**config.mk**
```make
export PLATFORM = sky130hd
export DESIGN_NAME = acorr_fifo
export DESIGN_NICKNAME = d
export VERILOG_FILES = /design/src/rtl/acorr_fifo.sv
export SDC_FILE = /design/constraint.sdc
export NUM_CORES = 1
export LEC_CHECK = 0
export BUFFER_PORTS_ARGS = -buffer_cell sky130_fd_sc_hd__buf_4
export CORE_MARGIN = 2
export CORE_UTILIZATION = 36
export CTS_CLUSTER_DIAMETER = 60
export CTS_CLUSTER_SIZE = 10
export DETAILED_ROUTE_END_ITERATION = 10
export GPL_TIMING_DRIVEN = 0
export HOLD_SLACK_MARGIN = 0.12
export REMOVE_ABC_BUFFERS = 1
export SLEW_MARGIN = 30
export SYNTH_ARGS = -nofsm -noshare
export SYNTH_HDL_FRONTEND = slang
export SYNTH_SLANG_ARGS = --single-unit
export TNS_END_PERCENT = 1
```
**constraint.sdc**
```tcl
create_clock -name clk -period 2 [get_ports clk]
set_input_delay 0.1 -clock clk [delete_from_list [all_inputs] [get_ports clk]]
set_output_delay 0.1 -clock clk [all_outputs]
set_load 0.02 [all_outputs]
```
**src/rtl/acorr_fifo.sv**
```systemverilog
// ----------------------------------------------------------------------------
// acorr_fifo
// Small register-based first-in first-out queue with push/full and pop/empty.
// ----------------------------------------------------------------------------
`timescale 1ns / 1ps

module acorr_fifo #(
  parameter int W     = 8,
  parameter int LOG_D = 1
) (
  input  logic         clk,
  input  logic         rst_n,
  input  logic         push,
  input  logic [W-1:0] wdata,
  output logic         full,
  input  logic         pop,
  output logic [W-1:0] rdata,
  output logic         empty
);

  localparam int D = 1 << LOG_D;

  logic [W-1:0]     mem_r [D];
  logic [LOG_D-1:0] wr_ptr_r, wr_ptr_nxt;
  logic [LOG_D-1:0] rd_ptr_r, rd_ptr_nxt;
  logic [LOG_D:0]   count_r, count_nxt;
  logic             do_push, do_pop;

  assign full    = (count_r == (LOG_D + 1)'(D));
  assign empty   = (count_r == '0);
  assign rdata   = mem_r[rd_ptr_r];
  assign do_push = push && !full;
  assign do_pop  = pop && !empty;

  always_comb begin
    wr_ptr_nxt = do_push ? LOG_D'(wr_ptr_r + 1'b1) : wr_ptr_r;
    rd_ptr_nxt = do_pop  ? LOG_D'(rd_ptr_r + 1'b1) : rd_ptr_r;
    count_nxt  = count_r;
    if (do_push && !do_pop) begin
      count_nxt = (LOG_D + 1)'(count_r + 1'b1);
    end else if (do_pop && !do_push) begin
      count_nxt = (LOG_D + 1)'(count_r - 1'b1);
    end
  end

  always_ff @(posedge clk) begin
    if (!rst_n) begin
      wr_ptr_r <= '0;
      rd_ptr_r <= '0;
      count_r  <= '0;
    end else begin
      wr_ptr_r <= wr_ptr_nxt;
      rd_ptr_r <= rd_ptr_nxt;
      count_r  <= count_nxt;
    end
  end

  always_ff @(posedge clk) begin
    if (do_push) begin
      mem_r[wr_ptr_r] <= wdata;
    end
  end

endmodule

```
==> results.md <==
* Start point of the critical path: count_r[0]
* Max cap viols at 0
* Initial Util at 0.370
* Status: complete, no violations
* Sequential area share after synthesis at 0.723
* Top_reg_cell synth: edfxtp_1
* Achievable Freq at 621 MHz
* Detailed Place HPWL at 861 microns
* Fin. Hold Viols at 0
* Worst Setup End Kind: register
* WP data arrival at 1.84 ns
* Final non-filler cell area at 1110 sq um
* Yosys warns at 0
* DRT iter0 DRCs at 4
* Nets at 98
* Int Power at 861 uW
* # diodes at 0
* Synth cell types at 16
* Setup TNS at 0 ns
* H-tree depth at 1
* I/O pin cnt at 22
* Minimum clock period after layout at 1.61 ns
* Remaining Overflow, GRT at 0
* I/O Buffers at 21
* Layout cell share with drive strength beyond 1 at 0.405
* Clock transition at path regs at 0.11 ns
* Largest area contributor in the netlist: edfxtp_1
* Drt total wl at 1220 microns
* Die outline height at 51.2 microns
* Top cell type's share of synthesized area at 0.598
* Yosys reg bits at 21
* Area Overhead vs Synth at 38.0%
* Final setup skew at 0.000627 ns
* GRT Util Overall at 0.100
* Hold slack at 0.161 ns
* ANT nets after route at 0
* Number of global-route vias before repair at 444
* R2r startpoint: count_r[0]
* Syn avg cell area at 15.8 sq um
* Cell Pwr Density at 1140 nW/um^2
* Chip width at 51.2 microns
* Dpl cell area at 991 sq um
* Psw at 408 uW
* Via count at 496
* Seq pwr share at 0.482
* CTS tree: done
* WL per Instance at 10.9 microns
* VDD IR max at 0.685 mV
* Clk buf depth at 2
* Worst path required time at 2.23 ns
* Max-slew violation count at 0
* Pin count of the biggest net entering global routing at 13
* RSZ-0062 raised after global routing: no
* Antenna violations before repair at 0
* Post-Syn Area at 803 sq um
* Flop2flop setup slack at 0.39 ns
* Crit path kind: reg2reg
* Final setup fails at 0
* Slew margin rel. at 0.526
* Top cells by count, synth: edfxtp_1 (16), mux2_2 (8), dfxtp_1 (5), nor2_1 (5)
* Clock Root Buffer: clkbuf_4
* Total CTS buffers at 3
* Comb pwr share at 0.368
* Final Wtd Congestion at 0.645
* Critical Path Sink: count_r[1]
* Net Sw Frac at 0.322
* Startpoint Class: register
* Post-CTS setup buffer count at 0
* Critical Path Fanout Max at 5
* Asr flop ratio synth at 0
* Synth area leaders: edfxtp_1 (60%), dfxtp_1 (12%), mux2_2 (11%), xor2_1 (3.3%), nor2_1 (2.3%)
* Dpl cells at 99
* First-pass GRT wire length at 1830 microns
* Clock Latency Late Sink at 0.29 ns
* Fin crit share at 0.805
* R2r endpoint: count_r[1]
* Core area at 2170 sq um
* Clock sinks at 21
* Cell with the most instances after synthesis: edfxtp_1
* Cell Rows at 17
* Vias per std cell at 4.43
* Die ar. at 2630 sq um
* Residual DRC at 0
* Post-synth EDFFs at 16
* Slew @ Worst Pin at 0.707 ns
* Min-Delay Path Class: in2reg
* Cell Count, Final, Fillers Out at 112
* Mapped Cells at 51
* Leakage Power at 0.000446 uW
* Clock network power share at 0.150
* Worst r2r path cells at 4
* First-pass DRT Iterations at 2
-- power groups by stage --
stage          registers, uW  clock network [uW]  logic [uW]
4_1_cts                  614                 197         472
5_1_grt                  623                 216         499
6_report                 612                 190         467
3_5_place_dp             623                   0         456
3_3_place_gp             622                   0         447
2_1_floorplan            608                   0         299
-- worst min-delay path by stage --
| stage | from | endpoint | slack (ns) | cells after the start |
|---|---|---|---|---|
| after floorplan | wdata[0] | mem_r[0][0] | 0.20 | 0 |
| after global placement | wdata[0] | mem_r[0][0] | 0.29 | 1 |
| after detailed placement | wdata[0] | mem_r[0][0] | 0.29 | 1 |
| after CTS | push | wr_ptr_r | 0.16 | 3 |
| after global routing | push | wr_ptr_r | 0.15 | 3 |
| final | push | wr_ptr_r | 0.16 | 3 |
-- metrics by stage --
step           worst slack, ns  utilization  power (uW)
2_1_floorplan            0.382            -         907
3_3_place_gp             0.424        0.457        1070
3_5_place_dp             0.415        0.457        1080
4_1_cts                  0.384        0.511        1280
5_1_grt                  0.279        0.511        1340
6_report                 0.391        0.511        1270
-- placed cells by master, fill, tap and decap left out, types with 2 or more instances in the layout --
cell and count:
buf_4 21, edfxtp_1 16, dlygate4sd3_1 9, mux2_2 8, nor2_1 5, dfxtp_1 5
inv_1 3, xor2_1 3, clkbuf_4 3, o21ai_0 2
-- critical path, stage by stage, from the launching register on --
cell     delay [ns]
dfxtp_1        0.37
o21ai_0        0.34
ha_1           0.33
or3_1          0.37
a21oi_1        0.13
-- per-layer routing --
| layer | share of wire | up-vias | routed length [microns] | track usage |
|---|---|---|---|---|
| met5 | 0 | - | 0 | 0 |
| met4 | 0.0074 | 0 | 9 | 0.0658 |
| met3 | 0.061 | 2 | 74 | 0.0263 |
| met2 | 0.45 | 17 | 548 | 0.167 |
| met1 | 0.48 | 228 | 588 | 0.114 |
| li1 | - | 249 | - | - |
-- state kept, by name, indices dropped and copies added (netlist names), named ones only --
signal and cells:
rd_ptr_r 1, wr_ptr_r 1, mem_r 16, count_r 2
-- what timing repair did --
| action | CTS | global route |
|---|---|---|
| endpoints found under the hold margin | 21 | 0 |
| hold buffers | 9 | 0 |
| gates resized for setup | 0 | 0 |
-- final cells by class --
| type | count | area, sq um |
|---|---|---|
| Clock buffer | 3 | 22.5 |
| Clock inverter | 1 | 5.00 |
| Fill cell | 188 | 1060 |
| Inverter | 3 | 11.3 |
| Multi-Input combinational cell | 26 | 206 |
| Sequential cell | 21 | 581 |
| Tap cell | 28 | 35.0 |
| Timing Repair Buffer | 30 | 248 |
-- cell families after synthesis --
group / share of synthesized area
AND/OR/NAND/NOR: 0.0592
multiplexers: 0.112
buffers and inverters: 0.0202
XOR/XNOR: 0.0327
flip-flops: 0.723
adder cells (fa/ha/maj): 0.0156
AO/OA/AOI/OAI: 0.0374
No activity file was read; power rests on OpenSTA's default activity.
