$ cat src/rtl/acorr_pkg.sv
// ----------------------------------------------------------------------------
// acorr_pkg
// Types and fixed widths shared by the autocorrelation engine modules.
// ----------------------------------------------------------------------------
`timescale 1ns / 1ps

package acorr_pkg;

  localparam int SAMPLE_W  = 16;  // width of the sample port
  localparam int LAG_W     = 10;  // width of the lag port
  localparam int SUM_W     = 42;  // width of the returned sum
  localparam int STATUS_W  = 2;
  localparam int CMD_X_W   = 24;  // widest sample the engine supports
  localparam int CMD_IDX_W = 16;  // widest record index the engine supports

  localparam logic OP_PUSH = 1'b0;
  localparam logic OP_READ = 1'b1;

  localparam logic [STATUS_W-1:0] ST_OK   = 2'd0;
  localparam logic [STATUS_W-1:0] ST_LAG  = 2'd1;
  localparam logic [STATUS_W-1:0] ST_FULL = 2'd2;

  typedef enum logic [1:0] {
    CMD_PUSH,
    CMD_READ,
    CMD_DROP,
    CMD_BADLAG
  } cmd_kind_t;

  typedef struct packed {
    cmd_kind_t              kind;
    logic [CMD_X_W-1:0]     x;
    logic [CMD_IDX_W-1:0]   idx;
  } acorr_cmd_t;

  typedef struct packed {
    logic [SUM_W-1:0]    lag_sum;
    logic [STATUS_W-1:0] status;
  } acorr_res_t;

endpackage

$ cat src/rtl/acorr_front.sv
// ----------------------------------------------------------------------------
// acorr_front
// Accepts requests, keeps the record length and turns each request into a
// command for the back end: push, read, dropped push or out-of-range read.
// ----------------------------------------------------------------------------
`timescale 1ns / 1ps

module acorr_front #(
  parameter int DEPTH       = 1024,
  parameter int SAMPLE_BITS = 16
) (
  input  logic                                clk,
  input  logic                                rst_n,
  input  logic                                accept,
  input  logic                                operation,
  input  logic signed [acorr_pkg::SAMPLE_W-1:0] sample,
  input  logic                                first,
  input  logic [acorr_pkg::LAG_W-1:0]         lag_index,
  output acorr_pkg::acorr_cmd_t               cmd
);

  localparam int CNT_W  = $clog2(DEPTH + 1);
  localparam int EXT_W  = (SAMPLE_BITS > acorr_pkg::SAMPLE_W) ? SAMPLE_BITS
                                                             : acorr_pkg::SAMPLE_W;
  localparam int LAGX_W = (CNT_W > acorr_pkg::LAG_W) ? CNT_W : acorr_pkg::LAG_W;

  logic [CNT_W-1:0]              count_r, count_nxt;
  logic [CNT_W-1:0]              cnt_eff;
  logic [EXT_W-1:0]              raw;
  logic signed [SAMPLE_BITS-1:0] xs;

  // The port bits are taken as they stand; only the low SAMPLE_BITS carry sign.
  assign raw     = EXT_W'($unsigned(sample));
  assign xs      = raw[SAMPLE_BITS-1:0];
  assign cnt_eff = first ? '0 : count_r;

  always_comb begin
    count_nxt = count_r;
    cmd.x     = acorr_pkg::CMD_X_W'(xs);
    cmd.idx   = acorr_pkg::CMD_IDX_W'(lag_index);
    if (operation == acorr_pkg::OP_PUSH) begin
      cmd.idx = acorr_pkg::CMD_IDX_W'(cnt_eff);
      if (cnt_eff >= CNT_W'(DEPTH)) begin
        cmd.kind = acorr_pkg::CMD_DROP;
      end else begin
        cmd.kind = acorr_pkg::CMD_PUSH;
        if (accept) begin
          count_nxt = CNT_W'(cnt_eff + 1'b1);
        end
      end
    end else if (LAGX_W'(lag_index) < LAGX_W'(count_r)) begin
      cmd.kind = acorr_pkg::CMD_READ;
    end else begin
      cmd.kind = acorr_pkg::CMD_BADLAG;
    end
  end

  always_ff @(posedge clk) begin
    if (!rst_n) begin
      count_r <= '0;
    end else begin
      count_r <= count_nxt;
    end
  end

endmodule

$ cat config.mk
export PLATFORM = sky130hd
export DESIGN_NAME = acorr_front
export DESIGN_NICKNAME = d
export VERILOG_FILES = /design/src/rtl/acorr_pkg.sv /design/src/rtl/acorr_front.sv
export SDC_FILE = /design/constraint.sdc
export NUM_CORES = 1
export LEC_CHECK = 0
export ABC_AREA = 1
export BUFFER_PORTS_ARGS = -buffer_cell sky130_fd_sc_hd__buf_2
export CORE_MARGIN = 8
export CORE_UTILIZATION = 45
export CTS_BUF_LIST = sky130_fd_sc_hd__clkbuf_4
export DETAILED_ROUTE_END_ITERATION = 12
export PLACE_DENSITY = 0.81
export SYNTH_ARGS = -nofsm -noshare
export SYNTH_HDL_FRONTEND = slang
export SYNTH_SLANG_ARGS = --single-unit
$ cat constraint.sdc
create_clock -name clk -period 1.8 [get_ports clk]
set_input_delay 0.09 -clock clk [delete_from_list [all_inputs] [get_ports clk]]
set_output_delay 0.09 -clock clk [all_outputs]
set_load 0.1 [all_outputs]
==> impl_metrics.yaml, run 1 <==
timing:
  relSlewSlack_pct: 64.14
  finClkSkew_ns: 0.005011
  worst_slew_pin_slew_ns: 0.5378
  setup_violations: 0
  rsz0062_at_grt: "true"
  setup_slack_ns: 0.05460
  fin_crit_ns: 1.745
  hold_violations: 0
  final_max_slew_viol_count: 0
  clock.fmax_mhz: 572.9
  period_share_pct: 96.97
cts:
  clkTransAtPathRegs_ns: 0.08
  cts.sinks: 11
  cts_buffers: 3
  htree_levels: 1
  cts_tree: "done"
  ctsRootBufferMaster: "clkbuf_4"
  cts_buffer_depth: 2
  clock_insertion_delay_worst_skew_ns: 0.27
  cts_hold_buf: 0
drt:
  vias: 1274
  wirelength_met1_um: 1260
  top_layer: "met4"
  drt_iter0_markers: 82
  wl_um: 3072
  route.detailed.drc: 0
  wl_per_cell_um: 12.44
  ant_nets: 0
  viasPerCell: 5.158
  wl_met3_um: 261
  dr_wl_met2_um: 1516
  firstDrtPassIters: 4
outcome:
  status: "complete, no violations"
finish:
  fin_nets: 258
  top_register: "count_r"
  n_antenna_cell: 0
  largest_registers: "count_r (11)"
  area_growth_pct: 10.95
  finish.utilization_pct: 53.31
  seqCellArea_um2: 234.0
  largest_reg_flops: 11
  multi_input_area_um2: 865.8
  fillers: 272
  mostFrequentLayoutCells: "51 x nand2_1, 26 x buf_2, 22 x nor2_1, 20 x inv_1, 9 x nand4_1"
  final_common_cell: "nand2_1"
  drive_gt1_share_pct: 35.65
die:
  die_area_um2: 4970
  die_width_um: 70.50
  rows: 19
  die_h_um: 70.50
  coreArea_um2: 2781
  start_util_pct: 48.04
  ioPinCount: 73
critical_path:
  start_kind: "register"
  cp.arrival_ns: 1.66
  worst-setup-path-type: "register to primary output"
  crit_path_max_fanout: 4
  cp-end-kind: "primary output"
  cp.required_ns: 1.71
power:
  switching_share_pct: 45.27
  powerDensity_nw_per_um2: 502.3
  pwr-share-comb_pct: 41.2
  p_int_uw: 407.6
  irDropWorstVdd_mv: 0.3354
  p_seq_share_pct: 33.2
  leakage_uw: 0.0007020
  clkPwrFrac_pct: 25.6
  p_sw_uw: 337.1
grt:
  grt_usage_pct: 12.41
  grt_pass1_vias: 1279
  grt_max_degree: 24
  grt_antenna_before_repair: 0
  grt_pass1_wl_um: 5354
  overflow: 0
logic_synthesis:
  ys_warn_count: 0
  syn_inst: 208
  ys_ff_latch: 11
  synth_area_um2: 1336
  yosysUniqueCellTypes: 25
  avgSynthCellArea_um2: 6.424
  seq_area_frac_synth_pct: 16.48
flow_run:
  cap_viol_max_count: 0
placement:
  gp_congestion: 0.8971
  place.port_buffers: 27
  place_hpwl_um: 2448
  pre_cts_slack_ns: 0.2151
hold_path:
  hold_class: "primary input to register"
layout make-up:
type,count,share of cell area (%)
flip-flops and latches,11,15.78
multi-input cells,140,58.40
repair buffers,34,13.67
clock buffers,4,2.025
well taps,31,2.616
inverters,27,7.511
worst paths after layout:
kind	depth (start not counted)	startpoint	endpoint	slack, ns
worst min-delay path	3	rst_n	count_r[8]	0.09
worst max-delay path	9	count_r[5]	cmd[41]	0.05
worst max register to register	9	count_r[1]	count_r[8]	0.27
worst min register to register	2	count_r[10]	count_r[10]	0.52
power groups by stage:
stage / Clock (uW) / Sequential (uW) / Combinational (uW)
after floorplan: 0 / 255 / 511
after global placement: 0 / 256 / 297
after detailed placement: 0 / 256 / 300
after CTS: 200 / 249 / 301
after global routing: 211 / 248 / 328
final: 191 / 248 / 307
per-stage QoR:
| stage | hold slack (ns) | cells | power [uW] | instance area [um2] | TNS [ns] |
|---|---|---|---|---|---|
| after global placement | 0.1807 | 239 | 553.3 | 1356 | 0 |
| after CTS | 0.07598 | 244 | 749.1 | 1400 | 0 |
| after floorplan | 0.2113 | 212 | 766.2 | 1409 | -0.2634 |
| after global routing | 0.09347 | 247 | 787.4 | 1483 | -0.1135 |
| after detailed placement | 0.1807 | 239 | 556.1 | 1356 | 0 |
| final | 0.08664 | 247 | 744.8 | 1483 | 0 |
critical path, stage by stage (launching register included):
cell and delay (ns):
dfxtp_4 0.37, inv_1 0.04, ha_1 0.28, nand4_1 0.10
nor2_1 0.11, nand2_1 0.06, nand3_1 0.06, nand2_1 0.06
nand2_2 0.11, buf_12 0.17
per-layer routing:
metal / track usage [%] / vias up
met2: 20.62 / 40
met5: 0 / -
met3: 3.814 / 7
li1: - / 647
met4: 6.027 / 0
met1: 13.94 / 580
cell usage after synthesis (all sizes together):
master / n / area [um2]
nand2: 54 / 217.7
buf: 32 / 256.5
nor2: 29 / 133.9
inv: 27 / 108.9
dfxtp: 11 / 220.2
ha: 10 / 125.1
nand3: 9 / 55.05
nand4: 9 / 56.30
a21oi: 7 / 35.03
o21ai: 7 / 35.03
o31ai: 3 / 22.52
a211oi: 2 / 15.01
clkbuf: 2 / 7.510
nor3: 2 / 10.01
nor3b: 2 / 25.02
conb: 1 / 3.750
xnor2: 1 / 8.760
cell families after synthesis:
group	synth area share, %
buffers and inverters	27.90
AOI/OAI and AO/OA	8.051
xor gates and xnor gates	0.6556
other	0.2806
adders and majority gates	9.363
DFF	16.48
and+or+nand+nor	37.26
what timing repair did:
action | 4_1_cts | 5_1_grt
resized for setup | 4 | 15
buffers inserted | 1 | 3
pin swaps | 0 | 5
endpoints found under the setup margin | 1 | 1
Power figures use the tool's default switching activity.
==> run 2, diff against run 1 <==
CELL_PAD_IN_SITES_DETAIL_PLACEMENT = 1   (was default)
CELL_PAD_IN_SITES_GLOBAL_PLACEMENT = 2   (was default)
CORE_UTILIZATION = 22   (was 45)
PLACE_DENSITY = default   (was 0.81)
PLACE_DENSITY_LB_ADDON = 0.1   (was default)
==> run 2 against run 1 <==
  * Clock-buffer cell count unchanged
  * Non-clock buffer count grew 6
  * First-iteration DRC count shrank 65%
  * Sequential share of layout area fell by 1.1 points
  * Via count increased by 0.39%
  * Die area is 78% higher
  * Power is 3.6% higher
  * Sequential cell count is the same
  * Fmax rose by 0.10%
  * Core utilization is 26 points lower
  * Highest routed layer unchanged
==> impl_metrics.yaml, run 2 (same netlist as run 1, synthesis figures left out) <==
grt:
  grt_max_degree: 15
  grt_antenna_before_repair: 0
  grt_usage_pct: 10.33
  overflow: 0
  grt_pass1_vias: 1383
  grt_pass1_wl_um: 7203
power:
  power_uw: 771.5
  leakage_uw: 0.0007293
  irDropWorstVdd_mv: 0.1636
  p_sw_uw: 358.2
  p_seq_share_pct: 32.0
  clkPwrFrac_pct: 26.3
  p_int_uw: 413.3
  switching_share_pct: 46.43
  powerDensity_nw_per_um2: 480.3
  pwr-share-comb_pct: 41.7
timing:
  final_max_slew_viol_count: 0
  period_share_pct: 96.87
  setup_violations: 0
  hold_violations: 0
  rsz0062_at_grt: "true"
  holdWs_ns: 0.09099
  fin_crit_ns: 1.744
  fin_setup_tns_ns: 0
  finClkSkew_ns: 0.009060
  clock.fmax_mhz: 573.5
cts:
  htree_levels: 1
  cts.sinks: 11
  clock_insertion_delay_worst_skew_ns: 0.28
  cts_buffer_depth: 2
  cts_tree: "done"
  ctsRootBufferMaster: "clkbuf_4"
  cts_hold_buf: 0
  clkTransAtPathRegs_ns: 0.08
  cts_buffers: 3
die:
  rows: 28
  die_h_um: 93.94
  die_area_um2: 8824
  coreArea_um2: 5886
  ioPinCount: 73
  start_util_pct: 22.70
  die_width_um: 93.94
finish:
  fin_nets: 264
  final_common_cell: "nand2_1"
  mostFrequentLayoutCells: "51 x nand2_1, 26 x buf_2, 21 x nor2_1, 20 x inv_1, 13 x buf_4"
  finish.utilization_pct: 27.30
  drive_gt1_share_pct: 39.64
  top_register: "count_r"
  largest_registers: "count_r (11)"
  largest_reg_flops: 11
  area_growth_pct: 20.22
  n_antenna_cell: 0
critical_path:
  endpoint: "cmd[41]"
  cp.arrival_ns: 1.65
  worst-setup-path-type: "register to primary output"
  cp.required_ns: 1.71
  cp-end-kind: "primary output"
  reg2reg_from: "count_r[1]"
  start_kind: "register"
  crit_start: "count_r[8]"
  regToRegSetupSlack_ns: 0.20
  ff2ff_path_depth: 8
  crit_path_max_fanout: 2
  r2r-end: "count_r[6]"
drt:
  route.detailed.drc: 0
  drt_iter0_markers: 29
  vias: 1279
  viasPerCell: 4.306
  ant_nets: 0
  wl_per_cell_um: 14.73
  firstDrtPassIters: 4
  wl_um: 4374
outcome:
  status: "complete, no violations"
hold_path:
  hold_class: "primary input to register"
placement:
  place_hpwl_um: 3661
  gp_congestion: 0.7323
  place.port_buffers: 27
flow_run:
  cap_viol_max_count: 0
-- run 2: metrics by stage --
step | area [um2] | instances | worst slack [ns]
after floorplan | 1409 | 212 | -0.1466
after global placement | 1449 | 288 | 0.1777
after detailed placement | 1449 | 288 | 0.1545
after CTS | 1563 | 295 | 0.005779
after global routing | 1607 | 297 | -0.05796
final | 1607 | 297 | 0.05641
-- run 2: area by class of cell --
type / instances / area, um2
multi-input combinational: 140 / 888.4
sequential: 11 / 235.2
inverter: 27 / 111.4
tap: 75 / 93.84
timing repair buffer: 40 / 247.7
clock buffer: 4 / 30.03
fill: 755 / 4279
-- run 2: worst min path at each step --
stage	start	endpoint	slack [ns]	cells after the start
floorplan	rst_n	count_r[8]	0.21	2
global placement	sample[0]	cmd[16]	0.18	0
detailed placement	sample[0]	cmd[16]	0.18	0
CTS	rst_n	count_r[7]	0.09	3
global route	rst_n	count_r[8]	0.1	3
finish	rst_n	count_r[8]	0.09	3
-- run 2: critical path, cell delays in order, from the launching register on --
cell and delay, ns:
dfxtp_4 0.37, inv_4 0.04, ha_4 0.25, nand4_1 0.12
nor2_1 0.15, nand2_1 0.06, nand3_1 0.06, nand2_1 0.06
nand2_2 0.09, buf_12 0.17
-- run 2: timing repair --
| item | 4_1_cts | 5_1_grt |
|---|---|---|
| setup buffers | 3 | 2 |
| endpoints found under the setup margin | 1 | 3 |
| gates resized for setup | 16 | 8 |
| pin swaps | 4 | 5 |
-- run 2: per-layer routing --
metal	up-vias	track usage, %	wire (um)
met4	0	4.227	68
met2	22	17.04	2051
met3	15	1.519	205
li1	660	-	-
met5	-	0	0
met1	582	13.06	2049
-- run 2: power groups by stage --
| stage | sequential (uW) | combinational (uW) | clock (uW) |
|---|---|---|---|
| floorplan | 255 | 511 | 0 |
| global placement | 255 | 314 | 0 |
| detailed placement | 255 | 318 | 0 |
| CTS | 248 | 325 | 215 |
| global route | 247 | 345 | 223 |
| finish | 247 | 322 | 203 |
==> run 3, diff against run 2 <==
REMOVE_ABC_BUFFERS = 1   (was default)
==> run 3 against run 2 <==
  * Largest cell class unchanged
  * Worst setup slack improved by 0.051 ns
  * Critical path type unchanged
  * Highest routed layer unchanged
  * Sequential power barely moved
  * Largest power group unchanged
  * Clock power fell by 6%
  * Via count rose by 0.70%
  * Combinational power fell by 4%
  * Cell area fell by 6.5%
  * Clock-buffer cell count did not move
  * Critical endpoint unchanged
==> impl_metrics.yaml, run 3 (same netlist as run 1, synthesis figures left out) <==
flow_run:
  cap_viol_max_count: 0
drt:
  route.detailed.drc: 0
  ant_nets: 0
  drt_iter0_markers: 29
  wl_per_cell_um: 15.50
  viasPerCell: 4.411
  firstDrtPassIters: 4
  wl_um: 4527
  vias: 1288
cts:
  clock_insertion_delay_worst_skew_ns: 0.26
  ctsRootBufferMaster: "clkbuf_4"
  htree_levels: 1
  cts.sinks: 11
  cts_hold_buf: 0
  cts_buffers: 3
  cts_tree: "done"
  cts_buffer_depth: 2
  clkTransAtPathRegs_ns: 0.08
die:
  die_h_um: 93.94
  die_area_um2: 8824
  ioPinCount: 73
  coreArea_um2: 5886
  die_width_um: 93.94
  rows: 28
  start_util_pct: 22.70
timing:
  clock.fmax_mhz: 590.9
  period_share_pct: 94.02
  fin_setup_tns_ns: 0
  setup_violations: 0
  hold_violations: 0
  finClkSkew_ns: 0.001033
  final_max_slew_viol_count: 0
  fin_crit_ns: 1.692
  holdWs_ns: 0.09634
critical_path:
  cp.arrival_ns: 1.60
  worst-setup-path-type: "register to primary output"
  start_kind: "register"
  crit_path_max_fanout: 2
  cp.required_ns: 1.71
  cp-end-kind: "primary output"
  ff2ff_path_depth: 8
grt:
  overflow: 0
  grt_pass1_vias: 1356
  grt_pass1_wl_um: 7038
  grt_usage_pct: 10.33
  grt_max_degree: 17
  grt_antenna_before_repair: 0
power:
  leakage_uw: 0.0006941
  p_int_uw: 408.6
  p_sw_uw: 338.3
  clkPwrFrac_pct: 25.5
  power_uw: 747.0
  pwr-share-comb_pct: 41.4
  switching_share_pct: 45.30
  powerDensity_nw_per_um2: 497.1
  irDropWorstVdd_mv: 0.1240
  p_seq_share_pct: 33.2
placement:
  place_hpwl_um: 3821
  place_inst: 286
  place.port_buffers: 27
  gp_congestion: 0.8067
finish:
  top_register: "count_r"
  drive_gt1_share_pct: 33.18
  fin_nets: 259
  largest_reg_flops: 11
  area_growth_pct: 12.45
  final_cells: 292
  largest_registers: "count_r (11)"
  mostFrequentLayoutCells: "51 x nand2_1, 26 x buf_2, 23 x nor2_1, 19 x inv_1, 9 x nand4_1"
  final_common_cell: "nand2_1"
  n_antenna_cell: 0
hold_path:
  hold_depth: 3
  hold_class: "primary input to register"
outcome:
  status: "complete, no violations"
## run 3: critical path, stage by stage (launching register included)
cell     delay (ns)
dfxtp_1        0.33
inv_1          0.06
ha_1           0.30
a21oi_2        0.14
nand2_1        0.08
nand2_1        0.07
nand3_1        0.06
nand2_1        0.07
nand2_2        0.06
buf_12         0.16
## run 3: power by group through the flow
stage	Sequential, uW	Clock (uW)	Combinational (uW)
2_1_floorplan	255	0	213
4_1_cts	249	202	301
3_3_place_gp	257	0	300
6_report	248	190	309
3_5_place_dp	256	0	300
5_1_grt	249	214	330
## run 3: metal layers
| layer | wire [um] | part of all wire (%) | vias to the layer above | track usage, % |
|---|---|---|---|---|
| li1 | - | - | 645 | - |
| met1 | 2155 | 48 | 604 | 12.67 |
| met2 | 2000 | 44 | 37 | 15.75 |
| met3 | 341 | 7.5 | 2 | 4.476 |
| met4 | 30 | 0.66 | 0 | 2.774 |
| met5 | 0 | 0 | - | 2.381 |
## run 3: final timing paths
| path | start | slack [ns] | end |
|---|---|---|---|
| worst max-delay path | count_r[2] | 0.11 | cmd[41] |
| worst min-delay path | rst_n | 0.1 | count_r[8] |
| worst max register to register | count_r[0] | 0.30 | count_r[6] |
| worst min register to register | count_r[10] | 0.54 | count_r[10] |
## run 3: area by class of cell
class	instances	area, um2
clock buffer	4	30.03
fill	745	4383
inverter	27	108.9
multi-input combinational	140	827.0
sequential	11	232.7
tap	75	93.84
timing repair buffer	35	210.2
## run 3: metrics by stage
stage / util (%) / worst slack, ns / cell area, um2
after floorplan: - / -1.020 / 1087
after global placement: 23.38 / 0.1844 / 1376
after detailed placement: 23.38 / 0.1862 / 1376
after CTS: 24.26 / 0.02272 / 1428
after global routing: 25.53 / -0.02420 / 1503
final: 25.53 / 0.1077 / 1503
## run 3: timing repair
item / 4_1_cts / 5_1_grt
endpoints found under the setup margin: 1 / 1
pin swaps: 0 / 2
cloned: 0 / 0
resized for setup: 4 / 17
setup buffers: 2 / 0
